**config.mk**
```make
export PLATFORM = sky130hd
export DESIGN_NAME = uart_ring_buffers_with_dma_segments_top
export DESIGN_NICKNAME = d
export VERILOG_FILES = /design/src/sv/uartrb_pkg.sv /design/src/sv/uartrb_ram.sv /design/src/sv/uartrb_core.sv /design/src/sv/uart_ring_buffers_with_dma_segments_top.sv
export SDC_FILE = /design/constraint.sdc
export NUM_CORES = 2
export LEC_CHECK = 0
export BUFFER_PORTS_ARGS = -buffer_cell sky130_fd_sc_hd__buf_2
export CAP_MARGIN = 20
export CORE_MARGIN = 10
export CORE_UTILIZATION = 62
export CTS_CLUSTER_DIAMETER = 80
export DETAILED_ROUTE_END_ITERATION = 12
export PLACE_DENSITY_LB_ADDON = 0.15
export SYNTH_ARGS = -nofsm -noshare
export SYNTH_HDL_FRONTEND = slang
export SYNTH_SLANG_ARGS = --single-unit
```
**constraint.sdc**
```tcl
create_clock -name clk -period 13.9 [get_ports clk]
set_clock_uncertainty 0.1 [all_clocks]
set_input_delay 4.17 -clock clk [delete_from_list [all_inputs] [get_ports clk]]
set_output_delay 4.17 -clock clk [all_outputs]
set_load 0.01 [all_outputs]
```
**src/sv/uartrb_pkg.sv**
```systemverilog
package uartrb_pkg;

	// Item kinds carried in the low bits of the input tdata.
	typedef enum logic [1:0] {
		ACT_RX_BYTE  = 2'd0,
		ACT_HOST_WR  = 2'd1,
		ACT_HOST_RD  = 2'd2,
		ACT_TX_DONE  = 2'd3
	} action_t;

	localparam int unsigned BYTE_W  = 8;
	localparam int unsigned COUNT_W = 32;
	localparam int unsigned IN_TDATA_W  = 16;
	localparam int unsigned OUT_TDATA_W = 136;

	// Result item; the last member sits in the lowest bits.
	typedef struct packed {
		logic [BYTE_W-1:0]  last_received;
		logic [COUNT_W-1:0] sent_total;
		logic [COUNT_W-1:0] received_total;
		logic [COUNT_W-1:0] dropped_total;
		logic [BYTE_W-1:0]  segment_length;
		logic [BYTE_W-1:0]  segment_offset;
		logic               segment_start;
		logic [BYTE_W-1:0]  read_data;
		logic               accepted;
	} result_t;

	localparam int unsigned RESULT_W = $bits(result_t);

endpackage

```
**src/sv/uartrb_ram.sv**
```systemverilog
module uartrb_ram #(
	parameter int unsigned WIDTH = 8,
	parameter int unsigned DEPTH = 256
) (
	input  logic                     clk,
	input  logic                     we,
	input  logic [$clog2(DEPTH)-1:0] waddr,
	input  logic [WIDTH-1:0]         wdata,
	input  logic                     re,
	input  logic [$clog2(DEPTH)-1:0] raddr,
	output logic [WIDTH-1:0]         rdata
);

	logic [WIDTH-1:0] mem_q [DEPTH];

	always_ff @(posedge clk) begin
		if (we) begin
			mem_q[waddr] <= wdata;
		end
		if (re) begin
			rdata <= mem_q[raddr];
		end
	end

endmodule

```
**src/sv/uartrb_core.sv**
```systemverilog
module uartrb_core #(
	parameter int unsigned RING_DEPTH = 256
) (
	input  logic                              clk,
	input  logic                              arst_n,
	input  logic                              process,
	input  logic                              out_ready,
	input  uartrb_pkg::action_t               action,
	input  logic [uartrb_pkg::BYTE_W-1:0]     data_byte,
	input  logic [uartrb_pkg::BYTE_W-1:0]     ram_rdata,
	output logic                              ram_we,
	output logic [$clog2(RING_DEPTH)-1:0]     ram_waddr,
	output logic                              ram_re,
	output logic [$clog2(RING_DEPTH)-1:0]     ram_raddr,
	output logic                              out_valid,
	output uartrb_pkg::result_t               result
);

	localparam int unsigned AW = $clog2(RING_DEPTH);
	localparam logic [AW:0] DEPTH_W = (AW+1)'(RING_DEPTH);

	function automatic logic [AW-1:0] next_idx(input logic [AW-1:0] idx);
		logic [AW:0] inc;
		inc = {1'b0, idx} + (AW+1)'(1);
		return (inc == DEPTH_W) ? '0 : inc[AW-1:0];
	endfunction

	logic [AW-1:0] rx_head_q, rx_tail_q, tx_head_q, tx_tail_q, inflight_q;
	logic [uartrb_pkg::COUNT_W-1:0] drop_q, recv_q, sent_q;
	logic [uartrb_pkg::BYTE_W-1:0]  last_q;

	logic [AW-1:0] rx_head_n, rx_tail_n, tx_head_n, tx_tail_n, inflight_n;
	logic [uartrb_pkg::COUNT_W-1:0] drop_n, recv_n, sent_n;
	logic [uartrb_pkg::BYTE_W-1:0]  last_n;
	logic          acc, rd_ok, seg, we, re;
	logic [AW-1:0] seg_len;
	logic [AW:0]   tail_sum;

	logic                          valid_s2, acc_s2, rd_ok_s2, seg_s2;
	logic [uartrb_pkg::BYTE_W-1:0] off_s2, len_s2;

	always_comb begin
		rx_head_n  = rx_head_q;
		rx_tail_n  = rx_tail_q;
		tx_head_n  = tx_head_q;
		tx_tail_n  = tx_tail_q;
		inflight_n = inflight_q;
		drop_n     = drop_q;
		recv_n     = recv_q;
		sent_n     = sent_q;
		last_n     = last_q;
		acc        = 1'b0;
		rd_ok      = 1'b0;
		seg        = 1'b0;
		we         = 1'b0;
		re         = 1'b0;
		seg_len    = '0;
		tail_sum   = {1'b0, tx_tail_q} + {1'b0, inflight_q};
		case (action)
			uartrb_pkg::ACT_RX_BYTE: begin
				last_n = data_byte;
				recv_n = recv_q + 1'b1;
				if (next_idx(rx_head_q) == rx_tail_q) begin
					drop_n = drop_q + 1'b1;
				end else begin
					we        = 1'b1;
					rx_head_n = next_idx(rx_head_q);
					acc       = 1'b1;
				end
			end
			uartrb_pkg::ACT_HOST_WR: begin
				if (next_idx(tx_head_q) == tx_tail_q) begin
					drop_n = drop_q + 1'b1;
				end else begin
					tx_head_n = next_idx(tx_head_q);
					acc       = 1'b1;
				end
			end
			uartrb_pkg::ACT_HOST_RD: begin
				if (rx_tail_q != rx_head_q) begin
					re        = 1'b1;
					rd_ok     = 1'b1;
					rx_tail_n = next_idx(rx_tail_q);
					acc       = 1'b1;
				end
			end
			uartrb_pkg::ACT_TX_DONE: begin
				// A segment never runs past the end of the buffer, so the sum
				// reaches the depth at most.
				tx_tail_n  = (tail_sum == DEPTH_W) ? '0 : tail_sum[AW-1:0];
				sent_n     = sent_q + uartrb_pkg::COUNT_W'(inflight_q);
				inflight_n = '0;
			end
			default: begin
			end
		endcase

		if (inflight_n == '0 && tx_tail_n != tx_head_n) begin
			if (tx_head_n > tx_tail_n) begin
				seg_len = tx_head_n - tx_tail_n;
			end else begin
				seg_len = AW'(DEPTH_W - {1'b0, tx_tail_n});
			end
			inflight_n = seg_len;
			seg        = 1'b1;
		end
	end

	assign ram_we    = process && we;
	assign ram_waddr = rx_head_q;
	assign ram_re    = process && re;
	assign ram_raddr = rx_tail_q;

	always_ff @(posedge clk or negedge arst_n) begin
		if (!arst_n) begin
			rx_head_q  <= '0;
			rx_tail_q  <= '0;
			tx_head_q  <= '0;
			tx_tail_q  <= '0;
			inflight_q <= '0;
			drop_q     <= '0;
			recv_q     <= '0;
			sent_q     <= '0;
			last_q     <= '0;
			valid_s2   <= 1'b0;
		end else begin
			if (process) begin
				rx_head_q  <= rx_head_n;
				rx_tail_q  <= rx_tail_n;
				tx_head_q  <= tx_head_n;
				tx_tail_q  <= tx_tail_n;
				inflight_q <= inflight_n;
				drop_q     <= drop_n;
				recv_q     <= recv_n;
				sent_q     <= sent_n;
				last_q     <= last_n;
				valid_s2   <= 1'b1;
			end else if (out_ready) begin
				valid_s2 <= 1'b0;
			end
		end
	end

	always_ff @(posedge clk) begin
		if (process) begin
			acc_s2   <= acc;
			rd_ok_s2 <= rd_ok;
			seg_s2   <= seg;
			off_s2   <= seg ? uartrb_pkg::BYTE_W'(tx_tail_n) : '0;
			len_s2   <= uartrb_pkg::BYTE_W'(seg_len);
		end
	end

	// The counters are shown straight from the state, which only moves when
	// the result register takes a new item.
	assign out_valid              = valid_s2;
	assign result.accepted        = acc_s2;
	assign result.read_data       = rd_ok_s2 ? ram_rdata : '0;
	assign result.segment_start   = seg_s2;
	assign result.segment_offset  = off_s2;
	assign result.segment_length  = len_s2;
	assign result.dropped_total   = drop_q;
	assign result.received_total  = recv_q;
	assign result.sent_total      = sent_q;
	assign result.last_received   = last_q;

endmodule

```
**src/sv/uart_ring_buffers_with_dma_segments_top.sv**
```systemverilog
// UART receive and transmit rings with contiguous DMA transmit segments.
// Each input transfer is one event: a line byte, a host write, a host read or
// a transmit completion. Every event yields exactly one result transfer with
// the read byte, any newly issued segment (offset and length) and the running
// drop, receive and sent counters. The block takes one event per cycle while
// the sink takes results. An event waits in the input register until the
// result register can take it; that load comes together with the registered
// read of the receive ring memory. While the sink holds back a result, the
// input register stays full and the input stalls. The receive ring is a
// RING_DEPTH by 8 memory; its contents are undefined until written and no
// clearing pass is needed.
module uart_ring_buffers_with_dma_segments_top #(
	parameter int unsigned RING_DEPTH = 256
) (
	input  logic         clk,
	input  logic         arst_n,
	input  logic         s_axis_tvalid,
	output logic         s_axis_tready,
	// [1:0] action, [9:2] data_byte, [15:10] zero
	input  logic [15:0]  s_axis_tdata,
	output logic         m_axis_tvalid,
	input  logic         m_axis_tready,
	// [0] accepted, [8:1] read_data, [9] segment_start, [17:10] segment_offset,
	// [25:18] segment_length, [57:26] dropped_total, [89:58] received_total,
	// [121:90] sent_total, [129:122] last_received, [135:130] zero
	output logic [135:0] m_axis_tdata
);

	localparam int unsigned AW = $clog2(RING_DEPTH);

	logic                          valid_s1;
	uartrb_pkg::action_t           action_s1;
	logic [uartrb_pkg::BYTE_W-1:0] byte_s1;
	logic                          advance, process;

	logic                          ram_we, ram_re;
	logic [AW-1:0]                 ram_waddr, ram_raddr;
	logic [uartrb_pkg::BYTE_W-1:0] ram_rdata;
	uartrb_pkg::result_t           result;

	assign advance       = !m_axis_tvalid || m_axis_tready;
	assign process       = valid_s1 && advance;
	assign s_axis_tready = !valid_s1 || advance;

	always_ff @(posedge clk or negedge arst_n) begin
		if (!arst_n) begin
			valid_s1 <= 1'b0;
		end else if (s_axis_tvalid && s_axis_tready) begin
			valid_s1 <= 1'b1;
		end else if (process) begin
			valid_s1 <= 1'b0;
		end
	end

	always_ff @(posedge clk) begin
		if (s_axis_tvalid && s_axis_tready) begin
			action_s1 <= uartrb_pkg::action_t'(s_axis_tdata[1:0]);
			byte_s1   <= s_axis_tdata[9:2];
		end
	end

	uartrb_ram #(
		.WIDTH (uartrb_pkg::BYTE_W),
		.DEPTH (RING_DEPTH)
	) u_rx_ring (
		.clk   (clk),
		.we    (ram_we),
		.waddr (ram_waddr),
		.wdata (byte_s1),
		.re    (ram_re),
		.raddr (ram_raddr),
		.rdata (ram_rdata)
	);

	uartrb_core #(
		.RING_DEPTH (RING_DEPTH)
	) u_core (
		.clk       (clk),
		.arst_n    (arst_n),
		.process   (process),
		.out_ready (m_axis_tready),
		.action    (action_s1),
		.data_byte (byte_s1),
		.ram_rdata (ram_rdata),
		.ram_we    (ram_we),
		.ram_waddr (ram_waddr),
		.ram_re    (ram_re),
		.ram_raddr (ram_raddr),
		.out_valid (m_axis_tvalid),
		.result    (result)
	);

	assign m_axis_tdata = {(uartrb_pkg::OUT_TDATA_W - uartrb_pkg::RESULT_W)'(0), result};

	// Input stalls only while a finished result is held back by the sink.
	a_stall_cause: assert property (@(posedge clk) disable iff (!arst_n)
		!s_axis_tready |-> (m_axis_tvalid && !m_axis_tready))
		else $error("input stalled without a blocked result");

	a_seg_len: assert property (@(posedge clk) disable iff (!arst_n)
		(m_axis_tvalid && result.segment_start) |-> (result.segment_length != '0 ||
		RING_DEPTH > 256))
		else $error("issued transmit segment has zero length");

	a_rd_zero: assert property (@(posedge clk) disable iff (!arst_n)
		(m_axis_tvalid && !result.accepted) |-> (result.read_data == '0))
		else $error("read data present on a refused item");

	// A write into the receive ring and a pop from it never share a cycle.
	a_ram_excl: assert property (@(posedge clk) disable iff (!arst_n)
		!(ram_we && ram_re))
		else $error("receive ring written and read by one item");

endmodule
```
==> metrics.md <==
| Metric | Value |
|---|---|
| Critical path type | `input port to output pin` |
| Most frequent cells in the layout | `edfxtp_1 (2085), mux4_2 (524), nor2_1 (331), clkbuf_16 (217), buf_2 (144)` |
| I/O Buffers | `roughly 150` |
| Asr flop ratio synth | `under 10%` |
| Die ar. | `0.158 sq mm` |
| Most common cell on crit path | `buf_2` |
| Slew HR | `-13.3%` |
| CTS sink cnt | `roughly 2200` |
| First-pass GRT wire length | `about 310000 um` |
| Setup TNS | `0 ps` |
| Largest fanout on the critical path | `3` |
| CP endpoint kind | `output pin` |
| Clock transition at the registers of the reported paths | `roughly 60 ps` |
| CP arrival | `around 4800 ps` |
| Min Tclk post-route | `between 9000 and 10000 ps` |
| CTS tree | `done` |
| Fin. max-slew vios | `94` |
| Mean Syn Cell Area | `19.8 sq um` |
| DRC viols | `0` |
| Compound-gate portion of the synthesized area | `3.95%` |
| Max VDD drop | `0.165 mV` |
| Post-synthesis sequential area ratio | `74.8%` |
| CTS H-tree lvls | `4` |
| Root buf cell | `clkbuf_16` |
| I/O Pins | `~160` |
| Largest net degree at the start of global routing | `258` |
| Fraction of layout cells with a size suffix above 1 | `a little under a quarter` |
| Leading cell type in the layout, fill and taps excluded | `edfxtp_1` |
| Final net count | `4703` |
| Synth Area in XOR/XNOR | `~1.5%` |
| Via count | `44800` |
| Worst Setup Start Kind | `input port` |
| Req. time, crit path | `a little under 10000 ps` |
| Status | `finished with violations` |
| Ys flop type | `edfxtp_1` |
| Die X-Extent | `398 um` |
| Yosys warns | `0` |
| Post-synthesis mux area share | `13.5%` |
| Post-CTS setup buffer count | `0` |
| Area Growth Syn to Fin | `11.0%` |
| Initial DRC count | `5598` |
| Post-CTS resize count | `0` |
| GRT Util Overall | `26.3%` |
| Initial antenna violation count | `2` |
| Cts hold-fix bufs | `0` |
| Number of global-route vias before repair | `between 40000 and 50000` |
| Power per cell area | `188 mW/mm^2` |
| Hold WS | `about 370 ps` |
| WHS Path Cells | `1` |
| Total Power | `0.0185 W` |
| Synthesized area | `0.0886 sq mm` |
| Core box area | `0.142 sq mm` |
| CTS buffer count | `215` |
| Worst-margin pin slew | `1700 ps` |
| F_max | `110 MHz` |
| Simple-gate share of the synthesized area | `~4.0%` |
| Final-report setup violation count | `0` |
| Max Cap Viol | `0` |
| Post-synth cell types | `79` |
| Total grt overflow | `0` |
| Worst Hold Class | `flip-flop to flip-flop` |
| Unrepaired setup endpoints after global routing | `no` |
| Worst Reg-to-Reg Cells | `9` |
| Post-route antenna net violation count | `0` |
| CP peak stage delay | `220 ps` |
| Synthesis-stage register bit count | `2231` |
| GPL Wtd Cong | `0.843` |
| DR pass1 iterations | `6` |
| Initial Utilization | `62.5%` |
| Avg WL per Cell | `30.9 um` |
| Post-synth EDFFs | `2085` |
| P_leak | `~32 nW` |
| Vias per cell | `between 6 and 7` |
| Sum of buffers and inverters on the critical path | `2` |
| Adder-cell share of the synthesized area | `0.534%` |
| CP Depth | `4` |
| Slowest CP cell | `nor2b_1` |
| Mapped Cells | `4472` |
| Fin. Hold Viols | `0` |
| Std-Cell Rows | `138` |
| Largest family of logic cells by synthesized area | `multiplexers` |
| Final Cycle Share | `65.1%` |
| Worst skew pair latency | `about 860 ps` |
| Largest delay share family, worst path | `simple AND/OR/NAND/NOR gates` |
| Clk buf depth | `3` |
| Critical path, cell by cell | `buf_2, nor2b_1, nand2_1, buf_2` |
| Total routed wirelength | `208000 um` |
| Hpwl dp | `approximately 120000 um` |
| Die Y | `398 um` |
| Failing checks | `slew limit` |
==> kinds of logic after synthesis <==
family	after synthesis
DFF	2231
xor gates and xnor gates	156
adders and majority gates	36
AOI/OAI and AO/OA	469
buffers and inverters	310
muxes	536
and+or+nand+nor	733
other	1
==> registers in the layout, indices dropped and copies added (netlist names), 32 cells and up <==
signal / cells
u_core.recv_q: 32
u_rx_ring.mem_q: 2048
u_core.drop_q: 32
u_core.sent_q: 32
==> area by class of cell <==
| cell class | instances | area, sq um |
|---|---|---|
| flip-flops and latches | 2231 | 66300 |
| clock buffers | 271 | 5690 |
| multi-input cells | 1936 | 21000 |
| fillers | 8696 | 43400 |
| diodes | 1 | 2.50 |
| well taps | 1890 | 2360 |
| repair buffers | 234 | 1630 |
| clock inverters | 129 | 1300 |
| inverters | 29 | 109 |
==> stage by stage <==
stage	std cells	setup slack [ps]	area [sq um]	utilization, %
floorplan	4477	5190	88600	-
global placement	6311	4890	91100	64.3
detailed placement	6314	4890	91200	64.3
CTS	6714	4840	98200	69.3
global route	6720	4780	98300	69.4
finish	6721	4850	98300	69.4
==> synthesized netlist by cell type (33+ instances only) <==
library cell | count | area (sq um)
ha_1 | 33 | 413
dfrtp_1 | 146 | 3650
a22o_1 | 56 | 490
nand3_1 | 63 | 315
nand4_1 | 41 | 257
xnor2_1 | 89 | 780
a221oi_1 | 58 | 508
buf_4 | 36 | 270
nor2_1 | 332 | 1250
clkbuf_1 | 139 | 522
nand2_1 | 124 | 465
buf_2 | 76 | 380
mux4_2 | 524 | 11800
edfxtp_1 | 2085 | 62600
xor2_1 | 67 | 587
a22oi_1 | 130 | 976
a211oi_1 | 35 | 263
a21oi_1 | 75 | 375
==> report_power, final <==
| group | total, W | internal [W] | switching, W | leakage [nW] |
|---|---|---|---|---|
| sequential | 0.00767 | 0.00747 | 0.000201 | 20.7 |
| combinational | 0.00504 | 0.00210 | 0.00294 | 7.89 |
| clock | 0.00578 | 0.00329 | 0.00248 | 3.41 |
| total | 0.0185 | 0.0129 | 0.00562 | 32.0 |
==> metal layers <==
metal  GRT usage (%)  vias up  wire length [um]
met5               0        -                 0
met4            9.19        0              7640
met3            5.56      380             19900
met2            41.6     2281            101000
met1            36.7    23500             79000
li1                -    18700                 -
==> worst register-to-register path, cell delays in order, from the launching register on <==
cell and delay [ps]:
dfrtp_4 1090, buf_4 880, buf_4 830, buf_4 750
mux4_2 630, a22o_1 300, a221oi_1 490, o22ai_1 230
nor3_1 490, o221ai_1 200
==> path summary, 6_finish.rpt <==
path                                startpoint                 end  slack (ps)
setup / recovery                 m_axis_tready       s_axis_tready        4850
hold / removal               u_core.sent_q[31]   u_core.sent_q[31]         370
setup reg to reg           u_core.ram_raddr[0]  u_rx_ring.rdata[3]        7620
hold reg to reg              u_core.sent_q[31]   u_core.sent_q[31]         370
max in group asynchronous               arst_n   u_core.recv_q[28]        8970
min in group asynchronous               arst_n   u_core.drop_q[25]        3260
No activity file was read; power rests on OpenSTA's default activity.
